`config.mk`:
```
export PLATFORM = sky130hd
export DESIGN_NAME = lru_key_value_cache
export DESIGN_NICKNAME = d
export VERILOG_FILES = /design/src/lkvc_pkg.sv /design/src/lkvc_ctrl.sv /design/src/lkvc_datapath.sv /design/src/lru_key_value_cache.sv
export SDC_FILE = /design/constraint.sdc
export NUM_CORES = 2
export LEC_CHECK = 0
export BUFFER_PORTS_ARGS = -buffer_cell sky130_fd_sc_hd__buf_2
export CAP_MARGIN = 20
export CORE_ASPECT_RATIO = 0.9
export CORE_UTILIZATION = 25
export DETAILED_ROUTE_END_ITERATION = 8
export GPL_ROUTABILITY_DRIVEN = 0
export PLACE_DENSITY_LB_ADDON = 0.3
export SYNTH_ARGS = -nofsm -noshare
export SYNTH_HDL_FRONTEND = slang
export SYNTH_HIERARCHICAL = 1
export SYNTH_SLANG_ARGS = --single-unit
```
`constraint.sdc`:
```
create_clock -name clk -period 5.4 [get_ports clk]
set_input_delay 1.62 -clock clk [delete_from_list [all_inputs] [get_ports clk]]
set_output_delay 1.62 -clock clk [all_outputs]
set_load 0.05 [all_outputs]
```
`src/lkvc_pkg.sv`:
```
// Shared types and constants for the LRU key/value cache.
// Used by lkvc_ctrl, lkvc_datapath and lru_key_value_cache.
package lkvc_pkg;

	localparam int DEPTH_DEFAULT      = 16;
	localparam int DATA_WIDTH_DEFAULT = 32;
	localparam int KEY_W              = 32;
	localparam int WORD_W             = 32;
	localparam int OP_W               = 3;
	localparam int COUNT_W            = 5;
	localparam int CAP_W              = 5;
	localparam logic [CAP_W-1:0] CAPACITY_RESET = 5'd16;

	typedef enum logic [OP_W-1:0] {
		OP_GET      = 3'd0,
		OP_ADD      = 3'd1,
		OP_REMOVE   = 3'd2,
		OP_CONTAINS = 3'd3,
		OP_CLEAR    = 3'd4
	} op_t;

	typedef struct packed {
		logic [OP_W-1:0]   operation;
		logic signed [KEY_W-1:0] key;
		logic [WORD_W-1:0] data_in;
	} request_t;

	typedef struct packed {
		logic               found;
		logic [WORD_W-1:0]  read_data;
		logic [COUNT_W-1:0] item_count;
	} result_t;

	typedef struct packed {
		logic capture;
		logic lookup;
		logic promote;
		logic drop;
		logic insert;
		logic clear;
		logic read;
	} cmd_t;

	typedef struct packed {
		logic hit;
	} status_t;

	typedef enum logic [1:0] {
		ST_IDLE,
		ST_MATCH,
		ST_EXEC,
		ST_RESP
	} state_t;

endpackage

```
`src/lkvc_ctrl.sv`:
```
// Controller for the LRU key/value cache: sequences match, update and response.
// Depends on lkvc_pkg; drives lkvc_datapath through cmd_t.
module lkvc_ctrl import lkvc_pkg::*; (
	input  logic            clk,
	input  logic            arst_n,
	input  logic            start,
	input  logic [OP_W-1:0] operation,
	input  status_t         status,
	output logic            busy,
	output logic            done,
	output logic            found,
	output cmd_t            cmd
);

	state_t          state_q, state_d;
	logic [OP_W-1:0] op_q;
	logic            found_q, found_d;

	always_ff @(posedge clk or negedge arst_n) begin
		if (!arst_n) begin
			state_q <= ST_IDLE;
		end else begin
			state_q <= state_d;
		end
	end

	always_ff @(posedge clk) begin
		if (cmd.capture) begin
			op_q <= operation;
		end
		if (state_q == ST_EXEC) begin
			found_q <= found_d;
		end
	end

	always_comb begin
		state_d = state_q;
		cmd     = '0;
		busy    = 1'b0;
		done    = 1'b0;
		found_d = 1'b0;
		unique case (state_q)
			ST_IDLE, ST_RESP: begin
				done = (state_q == ST_RESP);
				if (start) begin
					cmd.capture = 1'b1;
					state_d     = ST_MATCH;
				end else begin
					state_d = ST_IDLE;
				end
			end
			ST_MATCH: begin
				busy       = 1'b1;
				cmd.lookup = 1'b1;
				state_d    = ST_EXEC;
			end
			ST_EXEC: begin
				busy    = 1'b1;
				state_d = ST_RESP;
				case (op_q)
					OP_GET: begin
						cmd.promote = status.hit;
						cmd.read    = status.hit;
						found_d     = status.hit;
					end
					OP_ADD: begin
						cmd.promote = status.hit;
						cmd.insert  = !status.hit;
						found_d     = 1'b1;
					end
					OP_REMOVE: begin
						cmd.drop = status.hit;
						found_d  = status.hit;
					end
					OP_CONTAINS: begin
						found_d = status.hit;
					end
					OP_CLEAR: begin
						cmd.clear = 1'b1;
						found_d   = 1'b1;
					end
					default: begin
						found_d = 1'b0;
					end
				endcase
			end
			default: begin
				state_d = ST_IDLE;
			end
		endcase
	end

	assign found = found_q;

	a_done_single: assert property (@(posedge clk) disable iff (!arst_n)
		done |=> !done) else $error("result strobe held for two cycles");

	a_accept_busy: assert property (@(posedge clk) disable iff (!arst_n)
		(start && !busy) |=> busy) else $error("accepted transaction did not start");

	a_exec_then_done: assert property (@(posedge clk) disable iff (!arst_n)
		(state_q == ST_EXEC) |=> done) else $error("update not followed by result");

endmodule

```
`src/lkvc_datapath.sv`:
```
// Datapath for the LRU key/value cache: key match, age ranks, count and data store.
// Depends on lkvc_pkg; commanded by lkvc_ctrl.
module lkvc_datapath import lkvc_pkg::*; #(
	parameter int DEPTH      = DEPTH_DEFAULT,
	parameter int DATA_WIDTH = DATA_WIDTH_DEFAULT
) (
	input  logic               clk,
	input  logic               arst_n,
	input  cmd_t               cmd,
	input  request_t           request,
	input  logic               cfg_we,
	input  logic [CAP_W-1:0]   cfg_data,
	output status_t            status,
	output logic [WORD_W-1:0]  read_data,
	output logic [COUNT_W-1:0] item_count
);

	localparam int RW   = (DEPTH > 1) ? $clog2(DEPTH) : 1;
	localparam int CW   = $clog2(DEPTH + 1);
	localparam int CMPW = (CW > CAP_W) ? CW : CAP_W;

	logic [CAP_W-1:0]      cap_q;
	logic [KEY_W-1:0]      key_q;
	logic [DATA_WIDTH-1:0] din_q;

	logic [DEPTH-1:0]      valid_q;
	logic [KEY_W-1:0]      key_arr_q [DEPTH];
	logic [RW-1:0]         rank_q    [DEPTH];
	logic [CW-1:0]         count_q;

	logic [DATA_WIDTH-1:0] mem [DEPTH];
	logic [DATA_WIDTH-1:0] rd_q;
	logic                  rd_ok_q;

	logic [DEPTH-1:0]      hit_vec_s1, lru_vec_s1;
	logic [RW-1:0]         hit_idx_s1, hit_rank_s1, ins_idx_s1;
	logic                  evict_s1;

	logic [DEPTH-1:0]      hit_vec, lru_vec, free_vec;
	logic [RW-1:0]         hit_idx, hit_rank, ins_idx, lru_rank;
	logic [CMPW-1:0]       cap_ext, cap_c;
	logic                  evict;

	always_comb begin
		cap_ext = CMPW'(cap_q);
		if (cap_ext == '0) begin
			cap_c = CMPW'(1);
		end else if (cap_ext > CMPW'(DEPTH)) begin
			cap_c = CMPW'(DEPTH);
		end else begin
			cap_c = cap_ext;
		end
		evict    = (CMPW'(count_q) >= cap_c);
		lru_rank = RW'(count_q - CW'(1));
		hit_idx  = '0;
		hit_rank = '0;
		for (int i = 0; i < DEPTH; i++) begin
			hit_vec[i] = valid_q[i] && (key_arr_q[i] == key_q);
			lru_vec[i] = valid_q[i] && (rank_q[i] == lru_rank);
			if (hit_vec[i]) begin
				hit_idx  = hit_idx | RW'(i);
				hit_rank = hit_rank | rank_q[i];
			end
		end
		free_vec = ~valid_q | (evict ? lru_vec : '0);
		ins_idx  = '0;
		for (int i = DEPTH - 1; i >= 0; i--) begin
			if (free_vec[i]) begin
				ins_idx = RW'(i);
			end
		end
	end

	always_ff @(posedge clk or negedge arst_n) begin
		if (!arst_n) begin
			cap_q   <= CAPACITY_RESET;
			valid_q <= '0;
			count_q <= '0;
			rd_ok_q <= 1'b0;
		end else begin
			if (cfg_we) begin
				cap_q <= cfg_data;
			end
			if (cmd.lookup) begin
				rd_ok_q <= 1'b0;
			end else if (cmd.read) begin
				rd_ok_q <= 1'b1;
			end
			if (cmd.clear) begin
				valid_q <= '0;
				count_q <= '0;
			end else if (cmd.drop) begin
				valid_q[hit_idx_s1] <= 1'b0;
				count_q             <= count_q - CW'(1);
			end else if (cmd.insert) begin
				for (int i = 0; i < DEPTH; i++) begin
					if (RW'(i) == ins_idx_s1) begin
						valid_q[i] <= 1'b1;
					end else if (evict_s1 && lru_vec_s1[i]) begin
						valid_q[i] <= 1'b0;
					end
				end
				if (!evict_s1) begin
					count_q <= count_q + CW'(1);
				end
			end
		end
	end

	always_ff @(posedge clk) begin
		if (cmd.capture) begin
			key_q <= request.key;
			din_q <= DATA_WIDTH'(request.data_in);
		end
		if (cmd.lookup) begin
			hit_vec_s1  <= hit_vec;
			lru_vec_s1  <= lru_vec;
			hit_idx_s1  <= hit_idx;
			hit_rank_s1 <= hit_rank;
			ins_idx_s1  <= ins_idx;
			evict_s1    <= evict;
		end
		for (int i = 0; i < DEPTH; i++) begin
			if (cmd.promote && valid_q[i]) begin
				if (hit_vec_s1[i]) begin
					rank_q[i] <= '0;
				end else if (rank_q[i] < hit_rank_s1) begin
					rank_q[i] <= rank_q[i] + RW'(1);
				end
			end else if (cmd.drop && valid_q[i] && rank_q[i] > hit_rank_s1) begin
				rank_q[i] <= rank_q[i] - RW'(1);
			end else if (cmd.insert) begin
				if (RW'(i) == ins_idx_s1) begin
					rank_q[i]    <= '0;
					key_arr_q[i] <= key_q;
				end else if (valid_q[i] && !(evict_s1 && lru_vec_s1[i])) begin
					rank_q[i] <= rank_q[i] + RW'(1);
				end
			end
		end
	end

	always_ff @(posedge clk) begin
		if (cmd.insert) begin
			mem[ins_idx_s1] <= din_q;
		end
		if (cmd.read) begin
			rd_q <= mem[hit_idx_s1];
		end
	end

	assign status.hit = |hit_vec_s1;
	assign read_data  = rd_ok_q ? WORD_W'(rd_q) : '0;
	assign item_count = COUNT_W'(count_q);

	a_count_matches_valid: assert property (@(posedge clk) disable iff (!arst_n)
		$countones(valid_q) == int'(count_q)) else $error("count disagrees with valid entries");

	a_count_bound: assert property (@(posedge clk) disable iff (!arst_n)
		count_q <= CW'(DEPTH)) else $error("count above depth");

	a_single_hit: assert property (@(posedge clk) disable iff (!arst_n)
		cmd.lookup |=> $onehot0(hit_vec_s1)) else $error("key held by two entries");

endmodule

```
`src/lru_key_value_cache.sv`:
```
// A fully associative key/data cache kept in recency order. A transaction is
// accepted when start is high and busy is low; its result shows on result with
// done high for exactly one cycle, after the match and update steps, and cannot be
// held off. A new transaction may be accepted in the cycle its predecessor's
// result is shown, but not before it: the match step registers the parallel key
// match and the least recent and free slot search, then the update step applies
// the age-rank, valid and data-store update.
// Top level; depends on lkvc_pkg, lkvc_ctrl and lkvc_datapath.
module lru_key_value_cache import lkvc_pkg::*; #(
	parameter int DEPTH      = DEPTH_DEFAULT,
	parameter int DATA_WIDTH = DATA_WIDTH_DEFAULT
) (
	input  logic             clk,
	input  logic             arst_n,
	input  logic             start,
	output logic             busy,
	input  request_t         request,
	output logic             done,
	output result_t          result,
	input  logic             cfg_we,
	input  logic [CAP_W-1:0] cfg_data
);

	cmd_t    cmd;
	status_t status;

	lkvc_ctrl u_ctrl (
		.clk       (clk),
		.arst_n    (arst_n),
		.start     (start),
		.operation (request.operation),
		.status    (status),
		.busy      (busy),
		.done      (done),
		.found     (result.found),
		.cmd       (cmd)
	);

	lkvc_datapath #(
		.DEPTH      (DEPTH),
		.DATA_WIDTH (DATA_WIDTH)
	) u_datapath (
		.clk        (clk),
		.arst_n     (arst_n),
		.cmd        (cmd),
		.request    (request),
		.cfg_we     (cfg_we),
		.cfg_data   (cfg_data),
		.status     (status),
		.read_data  (result.read_data),
		.item_count (result.item_count)
	);

endmodule

```
; ---- Word level (Yosys, flattened, before mapping)
; Memory sizes are Yosys's and may differ from the RTL's. A register that Yosys moved wholly into a read port is not among the register bits.
; Index checks and enable logic that the tools add are counted.
[op_classes]
n_addsub = 34
order_cmp = 36
eq_ne = 55
mux = 552
bitwise_logic = 83
reduce_logical = 196
[op_table]
columns = cell, n
row1 = $eq 32x32->1, 16
row2 = $mux 32, 16
row3 = $reduce_or 32->1, 15
row4 = $mux 4, 109
row5 = $mux 1, 401
row6 = $logic_and 1x1->1, 113
row7 = $add 4x1->4 const B, 16
row8 = $eq 4x4->1, 16
row9 = $gt 4x4->1, 16
row10 = $lt 4x4->1, 16
row11 = $mux 16, 4
row12 = $or 1x1->1, 64
row13 = $reduce_bool 4->1, 16
row14 = $sub 4x1->4 const B, 16
row15 = $or 4x4->4, 15
row16 = $mux 5, 7
row17 = $reduce_and 2->1, 17
row18 = $eq 4x4->1 const A, 8
row19 = $not 16->16, 2
row20 = $mux 3, 8
row21 = $logic_not 1->1, 17
row22 = $and 16x16->16, 1
row23 = $eq 3x4->1 const A, 4
row24 = $or 16x16->16, 1
row25 = other kinds (29), 42
[totals]
reg_bits = 142
ramBits = 1088
input_bits = 76
out_inout_bits = 40
wordCells = 995
n_memories = 3
[mem_list]
columns = name, words, width, rd, rd_clocked_by_memory_dff, write_ports, line
row1 = u_datapath.key_arr_q, 16, 32, 16, 0, 1, lkvc_datapath.sv:27  ; logic [KEY_W-1:0] key_arr_q [DEPTH];
row2 = u_datapath.mem, 16, 32, 1, 1, 1, lkvc_datapath.sv:31  ; logic [DATA_WIDTH-1:0] mem [DEPTH];
row3 = u_datapath.rank_q, 16, 4, 16, 0, 16, lkvc_datapath.sv:28  ; logic [RW-1:0] rank_q [DEPTH];

; ---- Logic depth before layout (Yosys ltp)
; An unclocked memory read counts as a cell.
[depth]
ltp_word = 34
depth_mapped = 13
depth_no_buf = 12

; ---- Hierarchy
; The synthesis kept the hierarchy.
[by_module_without_submodules]
columns = module, instances, cells_each, area_per_inst_um2, seq_area_each_um2
row1 = lkvc_datapath, 1, 3332, 55010.3, 37582.3
row2 = lkvc_ctrl, 1, 25, 311.5, 170.2

; ---- Least setup slack after synthesis
; No wires, ideal clock.
[synth_path]
path_type = reg-to-reg
start = register u_datapath.hit_vec_s1[12]
end = memory u_datapath.key_arr_q[0][0], enable pin
setup_time_ps = 392
arrival_ps = 4903
required_time_ps = 5008
setup_slack_ps = 105
stages_incl_launch_ff = 9
n_path_buf = 1
synth_period_minus_slack_ps = 5295
cell_sequence = edfxtp_1 -> nor4_1 -> nand4_1 -> nor2_1 -> and4b_2 -> buf_2 -> nand2_1 -> nor3_1 -> and3_1
[synth_rtl]
columns = item, line
row1 = start: declaration, lkvc_datapath.sv:35  ; logic [DEPTH-1:0] hit_vec_s1, lru_vec_s1;
row2 = start signal: assignment, lkvc_datapath.sv:116  ; hit_vec_s1 <= hit_vec;
row3 = end: declaration, lkvc_datapath.sv:27

==> run metrics <==
outcome=finished, final reports clean; CTS sink cnt=1262; Worst-path clk slew=70 ps; Std-Cell Rows=163; crit end category=flip-flop; P&R area growth vs syn=16.02%; Layout Nets=3762; grt met1 use=0.1942; footprint of the multi-input gates=0.01649 sq mm; hold_buf cts=0; global-route wire length before repair=222900 microns; die area=0.2232 sq mm; Seq. cell area=0.03775 sq mm; Final period util=0.7882; DRC viols=0; met3 Usage GRT=0.02035; starting density of the core=0.2519; area of the mapped netlist=0.05532 sq mm; cts repair resizes=0; CP Class=flip-flop to flip-flop; power density cells=426.0 mW/mm^2; Peak VDD IR=0.3840 mV; setup bufs post-CTS=0; fin util=0.2922; initial antenna violation count=9; Async SR Flop Fraction=0.02298; Synth Net Count=3539; Die Ht=448.3 microns; RSZ-0062 raised after global routing=no; Slew headroom=0.2268; Yosys top cell by area=edfxtp_1; drt total wl=155300 microns; Hold Crit Depth=1; reg-to-reg endpoint=u_datapath/rank_q[0][16]$_DFFE_PP_; Top FF cell, synth=edfxtp_1; FF-to-FF Start=u_datapath/hit_vec_s1[13]$_DFFE_PP_; CTS root buffer=clkbuf_16; FF-to-FF path depth=8; Final Hold Vio Count=0; Clock Tree Buf Depth=3; Slew Limit Fails=0; Hold Crit Start=u_datapath/cap_ext[0]$_DFFE_PN0P_; Seq/Total Area, Yosys=0.6824; Buffers on Ports=115; number of global-route vias before repair=30484; Mean Syn Cell Area=16.48 sq um; core area=0.2196 sq mm; layout cells sized above 1=0.1764; Post-synth EDFFs=1233; DRT Pass-1 Iters=5; Post-Syn Instances=3357; Vias per Instance=4.659; Hold Crit Class=flip-flop to flip-flop; #FFs+latches synth=1262; cts bufs inserted=132; ANT nets after route=0; die width=497.9 microns; r2r setup slk=1140 ps; CTS tree=yes; Synth cell types=84; largest net degree at the start of global routing=87; remaining global-route overflow=0; top cells by area, synth=edfxtp_1, xor2_1, mux4_2, ha_1, nor4_1; Final TNS setup=0 ps; fin crit period=4256 ps; # setup viols final=0; Fin Hold WS=543.7 ps; clk_lat worst skew=770 ps; max cap viols=0; DPL Wire Length=95780 microns; H-tree depth=4; GRT Util Overall=0.1374; Initial DRC Count=2759; wire per inst=23.61 microns; Synth warnings=6; crit path DAT=4660 ps; IO Count=116; post-synth top area share=0.6693; Slew @ Worst Pin=1160 ps; Layout Skew=27.83 ps; leakage dissipation=21.40 nW; Worst Path Max Fanout=18; DR vias=30638; met2 Usage GRT=0.2175; WP data required=5800 ps; Top Usage Layer GRT=met2; fillers=21698; highest clock rate=235.0 MHz; CP Launch Type=flip-flop; WHS Endpoint=u_datapath/cap_ext[0]$_DFFE_PN0P_
-- flip-flops by register name, summed over array words and instances (netlist names) --
name / count
u_datapath/valid_q: 16
u_datapath/rank_q: 64
u_datapath/evict_s1: 1
u_datapath/hit_idx_s1: 4
u_datapath/key_arr_q: 512
u_datapath/lru_vec_s1: 16
u_datapath/item_count: 5
u_ctrl/op_q: 3
u_datapath/rd_q: 32
u_datapath/hit_rank_s1: 4
u_datapath/mem: 512
u_datapath/hit_vec_s1: 16
u_ctrl/state_q: 2
u_datapath/cap_ext: 5
u_datapath/ins_idx_s1: 4
u_datapath/rd_ok_q: 1
u_datapath/din_q: 32
u_ctrl/found: 1
u_datapath/key_q: 32
-- cells in the mapped netlist (5+ instances only) --
| cell type | n |
|---|---|
| edfxtp_1 | 1233 |
| xor2_1 | 485 |
| mux4_2 | 161 |
| inv_1 | 118 |
| nor4_1 | 114 |
| ha_1 | 106 |
| nand2_1 | 93 |
| nor2_1 | 79 |
| xnor2_1 | 76 |
| nand3_1 | 75 |
| a21oi_1 | 70 |
| o21ai_0 | 63 |
| clkbuf_1 | 57 |
| buf_2 | 56 |
| nand4_1 | 48 |
| a221oi_1 | 41 |
| nor3_1 | 41 |
| and2_1 | 39 |
| o22ai_1 | 30 |
| o221ai_1 | 29 |
| dfrtp_1 | 28 |
| buf_4 | 21 |
| nand2b_1 | 21 |
| a211oi_1 | 20 |
| a21o_1 | 18 |
| a22o_1 | 17 |
| o21a_1 | 17 |
| a32oi_1 | 16 |
| and4b_1 | 15 |
| buf_1 | 14 |
| mux2i_1 | 14 |
| nand4b_1 | 14 |
| xnor3_1 | 14 |
| a31oi_1 | 8 |
| and3_1 | 8 |
| nor2b_1 | 8 |
| a22oi_1 | 6 |
| o211ai_1 | 6 |
| nor3_2 | 5 |
| or4_1 | 5 |
-- cell families (layout without fill, tap and decap cells) --
family / Yosys count / count (layout) / synth area share
simple gates: 586 / 586 / 0.05984
buf+inv: 272 / 600 / 0.02207
other cells: 0 / 4 / 0
fa+ha+maj: 106 / 106 / 0.02397
xor+xnor: 577 / 577 / 0.09531
flops: 1262 / 1262 / 0.6824
compound gates: 375 / 375 / 0.04750
mux: 179 / 179 / 0.06889
-- how the worst max path moves through the flow --
stage                                             start                               endpoint  slack [ps]  cells past startpoint
floorplan           u_datapath/hit_vec_s1[12]$_DFFE_PP_   u_datapath/key_arr_q[0][0]$_DFFE_PP_         100                      8
global placement    u_datapath/hit_vec_s1[12]$_DFFE_PP_  u_datapath/key_arr_q[0][66]$_DFFE_PP_        1220                      6
detailed placement  u_datapath/hit_vec_s1[13]$_DFFE_PP_     u_datapath/rank_q[0][16]$_DFFE_PP_        1240                      8
CTS                      u_datapath/rd_ok_q$_DFFE_PN0P_                             result[27]        1040                      3
global route        u_datapath/hit_vec_s1[13]$_DFFE_PP_     u_datapath/rank_q[0][17]$_DFFE_PP_         930                      8
finish              u_datapath/hit_vec_s1[13]$_DFFE_PP_     u_datapath/rank_q[0][16]$_DFFE_PP_        1140                      8
-- through the flow --
stage,instances,setup WS (ps),power [mW],cell area [sq um]
after CTS,6568,1040,27.70,64110
after global routing,6573,930.8,28.46,64180
after floorplan,3357,105.0,16.31,55320
final,6576,1144,27.35,64190
after global placement,6328,1217,18.68,59960
after detailed placement,6329,1236,18.75,59970
-- final cells by class --
type	instances	area share
Inverter	119	0.007037
Clock buffer	167	0.05400
Clock inverter	72	0.01041
Sequential cell	1262	0.5882
Antenna cell	4	0.0001559
Timing Repair Buffer	242	0.02700
Tap cell	2887	0.05628
Multi-Input combinational cell	1823	0.2570
-- cell usage in the layout, fill, tap and decap left out, drive strengths merged, types with 18 or more instances in the layout --
cell type / count
clkbuf: 167
o21ai: 65
a211oi: 21
mux4: 161
nand2: 93
a221oi: 41
nor4: 118
a21o: 18
o22ai: 30
xor2: 486
ha: 106
inv: 125
and2: 39
nand2b: 21
xnor2: 77
nand4: 48
dfrtp: 28
edfxtp: 1233
o221ai: 29
buf: 242
a21oi: 70
nand3: 75
nor3: 48
nor2: 79
clkinv: 55
-- worst max-delay path, stage by stage (launching register included) --
cell and delay [ps]:
edfxtp_1 400, nor4_1 630, nand4_1 440, nor2_1 170, and4b_2 590, nand2_1 320, nor2_4 710, nor2_1 100
o21ai_0 530
-- layer usage --
| metal | routed length (microns) | up-vias |
|---|---|---|
| li1 | - | 13541 |
| met1 | 71740 | 15899 |
| met2 | 71590 | 979 |
| met3 | 8500 | 219 |
| met4 | 3447 | 0 |
| met5 | 0 | - |
-- power breakdown --
| group | switching (mW) | internal (mW) |
|---|---|---|
| Combinational | 3.55 | 2.05 |
| Clock | 3.99 | 4.89 |
| Sequential | 1.01 | 11.9 |
| Total | 8.55 | 18.8 |
No activity file was read; power rests on OpenSTA's default activity.
